--- config.mk ---
export PLATFORM = sky130hd
export DESIGN_NAME = shell_line_lexer
export DESIGN_NICKNAME = d
export VERILOG_FILES = /design/src/hw/rtl/sll_pkg.sv /design/src/hw/rtl/sll_classify.sv /design/src/hw/rtl/sll_tracker.sv /design/src/hw/rtl/shell_line_lexer.sv
export VERILOG_INCLUDE_DIRS = /design/src /design/src/hw/rtl
export SDC_FILE = /design/constraint.sdc
export NUM_CORES = 1
export LEC_CHECK = 0
export ABC_AREA = 0
export BUFFER_PORTS_ARGS = -buffer_cell sky130_fd_sc_hd__buf_2
export CAP_MARGIN = 20
export CORE_MARGIN = 5
export CORE_UTILIZATION = 45
export CTS_CLUSTER_SIZE = 8
export DETAILED_ROUTE_END_ITERATION = 10
export GPL_TIMING_DRIVEN = 0
export PLACE_DENSITY = 0.65
export SETUP_SLACK_MARGIN = 0.2
export SYNTH_ARGS = -nofsm -noshare
export SYNTH_HDL_FRONTEND = slang
export SYNTH_SLANG_ARGS = --single-unit
--- constraint.sdc ---
create_clock -name clk_i -period 7.2 [get_ports clk_i]
set_input_delay 0.72 -clock clk_i [delete_from_list [all_inputs] [get_ports clk_i]]
set_output_delay 0.72 -clock clk_i [all_outputs]
set_load 0.01 [all_outputs]
--- src/hw/rtl/assert_macros.svh ---
// Assertion macros shared by the shell line lexer RTL.
// Define NO_ASSERTIONS to compile every check away.
`ifndef ASSERT_MACROS_SVH
`define ASSERT_MACROS_SVH

`ifndef NO_ASSERTIONS

// Check a property on every clock edge outside reset.
`define SLL_ASSERT(name, prop) \
  name: assert property (@(posedge clk_i) disable iff (!rst_ni) (prop)) \
    else $error("lexer check failed");

// Check that an antecedent implies a consequent in the same cycle.
`define SLL_ASSERT_IMPL(name, ante, cons) \
  name: assert property (@(posedge clk_i) disable iff (!rst_ni) (ante) |-> (cons)) \
    else $error("lexer check failed");

// Check that an antecedent implies a consequent in the next cycle.
`define SLL_ASSERT_NEXT(name, ante, cons) \
  name: assert property (@(posedge clk_i) disable iff (!rst_ni) (ante) |=> (cons)) \
    else $error("lexer check failed");

`else

`define SLL_ASSERT(name, prop)
`define SLL_ASSERT_IMPL(name, ante, cons)
`define SLL_ASSERT_NEXT(name, ante, cons)

`endif

`endif

--- src/hw/rtl/sll_pkg.sv ---
// Types, byte codes and limits of the shell line lexer.
// No dependencies; used by every lexer module.
`default_nettype none

package sll_pkg;

  // Saturation limit of the token counter, clipped to the 8-bit field
  localparam int unsigned MaxTokens = 255;
  localparam logic [7:0] CountLimit = (MaxTokens > 255) ? 8'd255 : 8'(MaxTokens);

  // Byte codes
  localparam logic [7:0] ChLt    = 8'h3C;
  localparam logic [7:0] ChGt    = 8'h3E;
  localparam logic [7:0] ChPipe  = 8'h7C;
  localparam logic [7:0] ChDq    = 8'h22;
  localparam logic [7:0] ChSq    = 8'h27;
  localparam logic [7:0] ChSpace = 8'h20;
  localparam logic [7:0] ChNl    = 8'h0A;
  localparam logic [7:0] ChTab   = 8'h09;

  typedef enum logic [3:0] {
    ClBlank = 4'd0,
    ClPlain = 4'd1,
    ClDq    = 4'd2,
    ClSq    = 4'd3,
    ClInDq  = 4'd4,
    ClInSq  = 4'd5,
    ClLt    = 4'd6,
    ClGt    = 4'd7,
    ClPipe  = 4'd8
  } char_class_e;

  typedef enum logic [1:0] {
    QuoteNone = 2'd0,
    QuoteDq   = 2'd1,
    QuoteSq   = 2'd2
  } quote_e;

  typedef enum logic [1:0] {
    KindNone = 2'd0,
    KindWord = 2'd1,
    KindLt   = 2'd2,
    KindGt   = 2'd3
  } token_kind_e;

  // Classifier verdict for one byte
  typedef struct packed {
    char_class_e cls;
    quote_e      quote_next;
  } cls_info_t;

  // Grouping verdict for one byte
  typedef struct packed {
    logic       in_token;
    logic       token_start;
    logic [7:0] token_number;
  } tok_info_t;

endpackage

`default_nettype wire

--- src/hw/rtl/sll_classify.sv ---
// Byte classifier of the shell line lexer: class and next quote mode.
// Depends on sll_pkg.
`default_nettype none

module sll_classify
  import sll_pkg::*;
(
  input  var logic [7:0] ch_i,
  input  var quote_e     quote_i,
  output cls_info_t      info_o
);

  // Classify inside quotes first, then the plain byte set
  always_comb begin
    info_o.cls        = ClPlain;
    info_o.quote_next = QuoteNone;
    case (quote_i)
      QuoteDq: begin
        if (ch_i == ChDq) begin
          info_o.cls = ClDq;
        end else begin
          info_o.cls        = ClInDq;
          info_o.quote_next = QuoteDq;
        end
      end
      QuoteSq: begin
        if (ch_i == ChSq) begin
          info_o.cls = ClSq;
        end else begin
          info_o.cls        = ClInSq;
          info_o.quote_next = QuoteSq;
        end
      end
      default: begin
        if (ch_i inside {ChSpace, ChTab, ChNl}) begin
          info_o.cls = ClBlank;
        end else if (ch_i == ChLt) begin
          info_o.cls = ClLt;
        end else if (ch_i == ChGt) begin
          info_o.cls = ClGt;
        end else if (ch_i == ChPipe) begin
          info_o.cls = ClPipe;
        end else if (ch_i == ChDq) begin
          info_o.cls        = ClDq;
          info_o.quote_next = QuoteDq;
        end else if (ch_i == ChSq) begin
          info_o.cls        = ClSq;
          info_o.quote_next = QuoteSq;
        end else begin
          info_o.cls = ClPlain;
        end
      end
    endcase
  end

endmodule

`default_nettype wire

--- src/hw/rtl/sll_tracker.sv ---
// Token grouping state of the shell line lexer: quote mode, open token,
// redirect length and token counter. Depends on sll_pkg.
`default_nettype none

module sll_tracker
  import sll_pkg::*;
(
  input  var logic      clk_i,
  input  var logic      rst_ni,
  input  var logic      step_i,
  input  var logic      eol_i,
  input  var cls_info_t info_i,
  output quote_e        quote_o,
  output tok_info_t     tok_o
);

  quote_e      quote_q;
  token_kind_e kind_q, kind_d;
  logic        op_len_q, op_len_d;
  logic [7:0]  count_q, count_d;
  logic        start;
  logic        member;
  token_kind_e redir_kind;

  assign quote_o    = quote_q;
  assign redir_kind = (info_i.cls == ClLt) ? KindLt : KindGt;

  // Group the byte into the open token or start a new one
  always_comb begin
    kind_d   = kind_q;
    op_len_d = op_len_q;
    start    = 1'b0;
    member   = 1'b1;
    case (info_i.cls)
      ClBlank: begin
        member   = 1'b0;
        kind_d   = KindNone;
        op_len_d = 1'b0;
      end
      ClPipe: begin
        start    = 1'b1;
        kind_d   = KindNone;
        op_len_d = 1'b0;
      end
      ClLt, ClGt: begin
        if (kind_q == redir_kind && !op_len_q) begin
          op_len_d = 1'b1;
        end else begin
          start    = 1'b1;
          kind_d   = redir_kind;
          op_len_d = 1'b0;
        end
      end
      default: begin
        if (kind_q != KindWord) begin
          start  = 1'b1;
          kind_d = KindWord;
        end
        op_len_d = 1'b0;
      end
    endcase
  end

  // Count token starts, saturating at the limit
  assign count_d = (start && count_q < CountLimit) ? count_q + 8'd1 : count_q;

  assign tok_o.in_token     = member;
  assign tok_o.token_start  = start;
  assign tok_o.token_number = count_d;

  // Advance state per byte; clear it after the line's last byte
  always_ff @(posedge clk_i or negedge rst_ni) begin
    if (!rst_ni) begin
      quote_q  <= QuoteNone;
      kind_q   <= KindNone;
      op_len_q <= 1'b0;
      count_q  <= 8'd0;
    end else if (step_i) begin
      if (eol_i) begin
        quote_q  <= QuoteNone;
        kind_q   <= KindNone;
        op_len_q <= 1'b0;
        count_q  <= 8'd0;
      end else begin
        quote_q  <= info_i.quote_next;
        kind_q   <= kind_d;
        op_len_q <= op_len_d;
        count_q  <= count_d;
      end
    end
  end

endmodule

`default_nettype wire

--- src/hw/rtl/shell_line_lexer.sv ---
// Top level of the shell line lexer: input register, classifier, token
// tracker and result register. Depends on sll_pkg, sll_classify, sll_tracker.
`default_nettype none

`include "assert_macros.svh"

// Shell line lexer. Takes one command-line byte per item and returns one
// result item per byte: its class, whether it belongs to a token, whether it
// starts one, and the running token number (saturating at the package limit).
// Throughput is one byte per cycle while the result is not stalled. A byte
// is held in the input register, and its result then in the result register.
// The rate is set by the quote and token state registers, which update once
// per byte as it moves from the input register to the result register. A byte
// with end_of_line set returns all state to reset after its result. Both
// channels use valid/stall; a stalled result holds the byte behind it in the
// input register, so the input stalls once both registers are full.
module shell_line_lexer
  import sll_pkg::*;
(
  input  var logic       clk_i,
  input  var logic       rst_ni,
  input  var logic       in_valid_i,
  output logic           in_stall_o,
  input  var logic [7:0] ch_i,
  input  var logic       end_of_line_i,
  output logic           out_valid_o,
  input  var logic       out_stall_i,
  output logic [3:0]     char_class_o,
  output logic           in_token_o,
  output logic           token_start_o,
  output logic [7:0]     token_number_o,
  output logic           last_o
);

  logic        in_valid_q;
  logic [7:0]  ch_q;
  logic        eol_q;
  logic        out_valid_q;
  char_class_e cls_q;
  tok_info_t   tok_q;
  logic        last_q;

  logic        advance;
  logic        step;
  cls_info_t   cls_info;
  tok_info_t   tok_info;
  quote_e      quote;

  // Move an item forward when the result register is empty or being taken
  assign advance    = !out_valid_q || !out_stall_i;
  assign step       = in_valid_q && advance;
  assign in_stall_o = in_valid_q && !advance;

  // Input register
  always_ff @(posedge clk_i or negedge rst_ni) begin
    if (!rst_ni) begin
      in_valid_q <= 1'b0;
    end else if (!in_stall_o) begin
      in_valid_q <= in_valid_i;
    end
  end

  always_ff @(posedge clk_i) begin
    if (in_valid_i && !in_stall_o) begin
      ch_q  <= ch_i;
      eol_q <= end_of_line_i;
    end
  end

  sll_classify u_classify (
    .ch_i    (ch_q),
    .quote_i (quote),
    .info_o  (cls_info)
  );

  sll_tracker u_tracker (
    .clk_i   (clk_i),
    .rst_ni  (rst_ni),
    .step_i  (step),
    .eol_i   (eol_q),
    .info_i  (cls_info),
    .quote_o (quote),
    .tok_o   (tok_info)
  );

  // Result register
  always_ff @(posedge clk_i or negedge rst_ni) begin
    if (!rst_ni) begin
      out_valid_q <= 1'b0;
    end else if (advance) begin
      out_valid_q <= in_valid_q;
    end
  end

  always_ff @(posedge clk_i) begin
    if (step) begin
      cls_q  <= cls_info.cls;
      tok_q  <= tok_info;
      last_q <= eol_q;
    end
  end

  assign out_valid_o    = out_valid_q;
  assign char_class_o   = cls_q;
  assign in_token_o     = tok_q.in_token;
  assign token_start_o  = tok_q.token_start;
  assign token_number_o = tok_q.token_number;
  assign last_o         = last_q;

  // A byte that moves on always lands in the result register
  `SLL_ASSERT_NEXT(a_step_fills_out, step, out_valid_q)
  // The end of a line leaves no quote open
  `SLL_ASSERT_NEXT(a_eol_clears_quote, step && eol_q, quote == QuoteNone)
  // A starting token always has a nonzero number and belongs to a token
  `SLL_ASSERT_IMPL(a_start_numbered, out_valid_q && token_start_o, token_number_o != '0 && in_token_o)

endmodule

`default_nettype wire
==> run summary <==
• **run status** complete, no violations
• **top flip-flop cell by instance count after synthesis** sky130_fd_sc_hd__edfxtp_1
• **area of the die** 5930 sq um
• **Top-Level Pins** 30
• **post-CTS clock slew at the launch and capture registers of the worst setup and hold paths** 0.07 ns
• **first-pass GRT wire length** 7.19 mm
• **antenna-violating nets left** 0
• **measured slew at the worst slew-check pin** 0.641 ns
• **PD cells** 248 nW/um^2
• **library cells used by synthesis** 48
• **row count** 24
• **Seq pwr share** 54.4%
• **number of nets in the synthesized netlist** 191
• **routed wire length per instance** 15.7 microns
• **Syn Std Cell Area** 2020 sq um
• **Root Driver** sky130_fd_sc_hd__clkbuf_8
• **Diodes inserted** 0
• **clock latency on the worst-skew pair** 0.29 ns
• **Worst EP required** 7.24 ns
• **Crit-path slowest cell** sky130_fd_sc_hd__a2111oi_1
• **top-area cell type share of the netlist area** 35.7%
• **half-perimeter wire length after placement** 3.01 mm
• **TritonCTS clock tree** built
• **Async SR Flop Fraction** 38.5%
• **number of synthesized register bits** 39
• **cell leakage power** 0.938 nW
• **category of the most critical setup path** reg -> reg
• **top cell type by total area after synthesis** sky130_fd_sc_hd__edfxtp_1
• **largest incremental delay on the critical path** 0.69 ns
• **WP data arrival** 3.35 ns
• **Core Box Area** 4350 sq um
• **final WL** 4.15 mm
• **number of global-route vias before repair** 1535
• **number of slew-limit violations in the final report** 0
• **Worst Hold Margin** 0.337 ns
• **max_cap viols** 0
• **clock skew after layout** 0.00462 ns
• **setup slack of the worst register-to-register path** 3.89 ns
• **unrepaired setup endpoints after global routing** false
• **GRT overflow** 0
• **time the worst path needs with I/O delays and setup** 3.31 ns
• **sequence of cells on the critical path** nand2b_1 > nor4_1 > o21ai_0 > a2111oi_1 > o221a_4 > inv_2 > nand2_2 > mux2_1
• **Port Buf Inserts** 29
• **1st-iter DRT viols** 153
• **proportion of total power due to net switching** 29.7%
• **highest fanout seen on the critical path** 10
• **share of the cycle needed by the critical path after routing** 46.0%
• **synth-to-layout area growth** 14.4%
• **horizontal die dimension** 77.0 microns
• **number of vias in the routed layout** 1512
• **number of buffers inserted during clock tree synthesis** 5
• **combinational group share of total power** 21.1%
• **clock buffer depth** 2
• **final-stage net count** 227
• **Post-CTS Repair Setup Buffers** 0
• **sink count of the clock tree** 39
• **maximum vdd drop** 0.154 mV
• **Residual DRC** 0
• **switching component of the power** 0.171 mW
• **post-detailed-route via-to-cell ratio** 5.73
• **fill count** 370
• **number of standard cells after synthesis** 175
• **Mapped Avg Cell Area** 11.5 sq um
• **setup TNS after final layout** 0 ns
• **cts hold-fix bufs** 0
• **routability congestion estimate from global placement** 0.858
• **upper clock frequency limit** 302 MHz
• **Yosys warnings** 0
• **worst min-delay path category** in -> async
• **number of enable-type register cells in the synthesized netlist** 24
• **effective utilization at floorplan** 46.4%
• **startpoint kind of the worst setup timing path** flop
• **iteration count of the initial detailed-routing pass** 4
• **Hold Violations, Final** 0
• **sequential-to-total area share from yosys stat** 54.3%
• **global router's overall resource usage** 15.1%
• **number of setup violations in the final report** 0
• **count of cells resized by post-cts repair** 0
• **worst slew margin relative to its limit** 57.2%
• **number of antenna violations at the first check in global routing** 0
• **category of the worst setup path capture point** flop
• **share of final-layout standard cells stronger than drive strength 1** 22.6%
• **top area cells in the synthesized netlist** sky130_fd_sc_hd__edfxtp_1 36%, sky130_fd_sc_hd__dfrtp_1 19%, sky130_fd_sc_hd__xnor2_1 3.5%
• **internal power** 0.404 mW
• **pin count of the biggest net entering global routing** 22
• **Vert. Die Dim** 77.0 microns
• **number of levels in the clock H-tree** 2
• **share of the core filled with cells in the final layout** 53.1%
• **Clock power frac** 24.5%
==> per-layer routing <==
metal  GRT usage [%]  share of wire [%]  vias up
li1                -                  -      731
met1            19.3                 44      724
met2            24.1                 48       50
met3            4.33                5.9        7
met4            5.67                1.6        0
met5               0                  0        -
==> area by class of cell <==
class / count / area, sq um / share of cell area, %
flip-flops and latches: 39 / 1100 / 47.4
multi-input cells: 118 / 856 / 37.0
plain buffers: 3 / 11.3 / 0.487
clock inverters: 1 / 5.00 / 0.217
clock buffers: 7 / 76.3 / 3.30
well taps: 52 / 65.1 / 2.82
repair buffers: 29 / 145 / 6.28
inverters: 15 / 56.3 / 2.44
==> cells in the final DEF (no fill, tap or decap), types with 2 or more instances in the layout <==
cell type / n
sky130_fd_sc_hd__ha_1: 3
sky130_fd_sc_hd__o21ai_0: 3
sky130_fd_sc_hd__nand3_1: 6
sky130_fd_sc_hd__nor4_1: 3
sky130_fd_sc_hd__xnor2_1: 8
sky130_fd_sc_hd__nor2b_1: 2
sky130_fd_sc_hd__or4_1: 3
sky130_fd_sc_hd__a211oi_1: 3
sky130_fd_sc_hd__nand4_1: 3
sky130_fd_sc_hd__clkbuf_1: 5
sky130_fd_sc_hd__nor3_1: 5
sky130_fd_sc_hd__a311o_1: 2
sky130_fd_sc_hd__nand2_1: 11
sky130_fd_sc_hd__dfrtp_1: 15
sky130_fd_sc_hd__o31ai_1: 2
sky130_fd_sc_hd__buf_2: 29
sky130_fd_sc_hd__o311ai_1: 3
sky130_fd_sc_hd__inv_1: 12
sky130_fd_sc_hd__nand2_2: 2
sky130_fd_sc_hd__o22ai_1: 2
sky130_fd_sc_hd__a41o_1: 2
sky130_fd_sc_hd__clkbuf_8: 5
sky130_fd_sc_hd__inv_2: 3
sky130_fd_sc_hd__and2_1: 4
sky130_fd_sc_hd__a21o_1: 2
sky130_fd_sc_hd__nand2b_1: 8
sky130_fd_sc_hd__and3_1: 7
sky130_fd_sc_hd__nor2_1: 7
sky130_fd_sc_hd__a21oi_1: 5
sky130_fd_sc_hd__edfxtp_1: 24
sky130_fd_sc_hd__nor3b_1: 2
sky130_fd_sc_hd__o311ai_2: 2
==> cell families after synthesis <==
group / count (synthesis) / share of synthesized area [%]
buffers and inverters: 18 / 3.35
xor gates and xnor gates: 8 / 3.47
DFF: 39 / 54.3
and+or+nand+nor: 70 / 21.2
adders and majority gates: 3 / 1.86
AOI/OAI and AO/OA: 35 / 14.8
muxes: 2 / 1.05
==> cells in the mapped netlist (all sizes together), types with 2 or more instances <==
cell    count
nand2      13
and2        4
clkbuf      3
or4         3
a21o        3
a211oi      3
nor3        6
nor2b       2
o311ai      5
nor3b       3
a311o       2
a41o        2
xnor2       8
edfxtp     24
o22ai       2
nand3       6
a21oi       5
and3        7
nand4       3
inv        15
ha          3
o21ai       3
nand2b      8
nor2        7
dfrtp      15
nor4        4
o31ai       2
==> sequential cells by signal (all words and copies together) (netlist names) <==
| register | flops |
|---|---|
| ch_q | 8 |
| char_class_o | 4 |
| eol_q | 1 |
| in_token_o | 1 |
| in_valid_q | 1 |
| last_o | 1 |
| out_valid_o | 1 |
| token_number_o | 8 |
| token_start_o | 1 |
| u_tracker.count_q | 8 |
| u_tracker.kind_q | 2 |
| u_tracker.op_len_q | 1 |
| u_tracker.quote_o | 2 |
==> per-stage QoR <==
stage	power [mW]	area (sq um)	std cells	worst slack [ns]
floorplan	0.396	2020	175	4.43
global placement	0.432	2230	256	4.07
detailed placement	0.437	2230	256	3.98
CTS	0.581	2310	264	3.95
global route	0.610	2310	264	3.65
finish	0.574	2310	264	3.89
==> worst max-delay path, delay by kind of cell (launching register included) <==
kind / cells / cell delay [ns]
simple gates: 3 / 0.93
mux: 1 / 0.34
compound gates: 3 / 1.27
buf+inv: 1 / 0.10
flops: 1 / 0.42
==> power by group through the flow <==
| stage | clock, mW | sequential [mW] | combinational [mW] |
|---|---|---|---|
| 4_1_cts | 0.146 | 0.311 | 0.124 |
| 3_5_place_dp | 0 | 0.315 | 0.122 |
| 3_3_place_gp | 0 | 0.314 | 0.118 |
| 6_report | 0.141 | 0.312 | 0.121 |
| 5_1_grt | 0.156 | 0.318 | 0.137 |
| 2_1_floorplan | 0 | 0.316 | 0.0799 |
==> worst paths after layout <==
| check | depth (start not counted) | endpoint | from |
|---|---|---|---|
| max | 8 | token_number_o[1]$_DFFE_PP_ | ch_q[7]$_DFFE_PP_ |
| min reg2reg | 0 | last_o$_DFFE_PP_ | eol_q$_DFFE_PP_ |
| max reg2reg | 8 | token_number_o[1]$_DFFE_PP_ | ch_q[7]$_DFFE_PP_ |
| max in group asynchronous | 1 | out_valid_o$_DFFE_PN0N_ | rst_ni |
| min in group clk_i | 0 | last_o$_DFFE_PP_ | eol_q$_DFFE_PP_ |
| min | 1 | u_tracker.count_q[2]$_DFFE_PN0P_ | rst_ni |
Note: power is estimated with default switching activity, not from simulation.
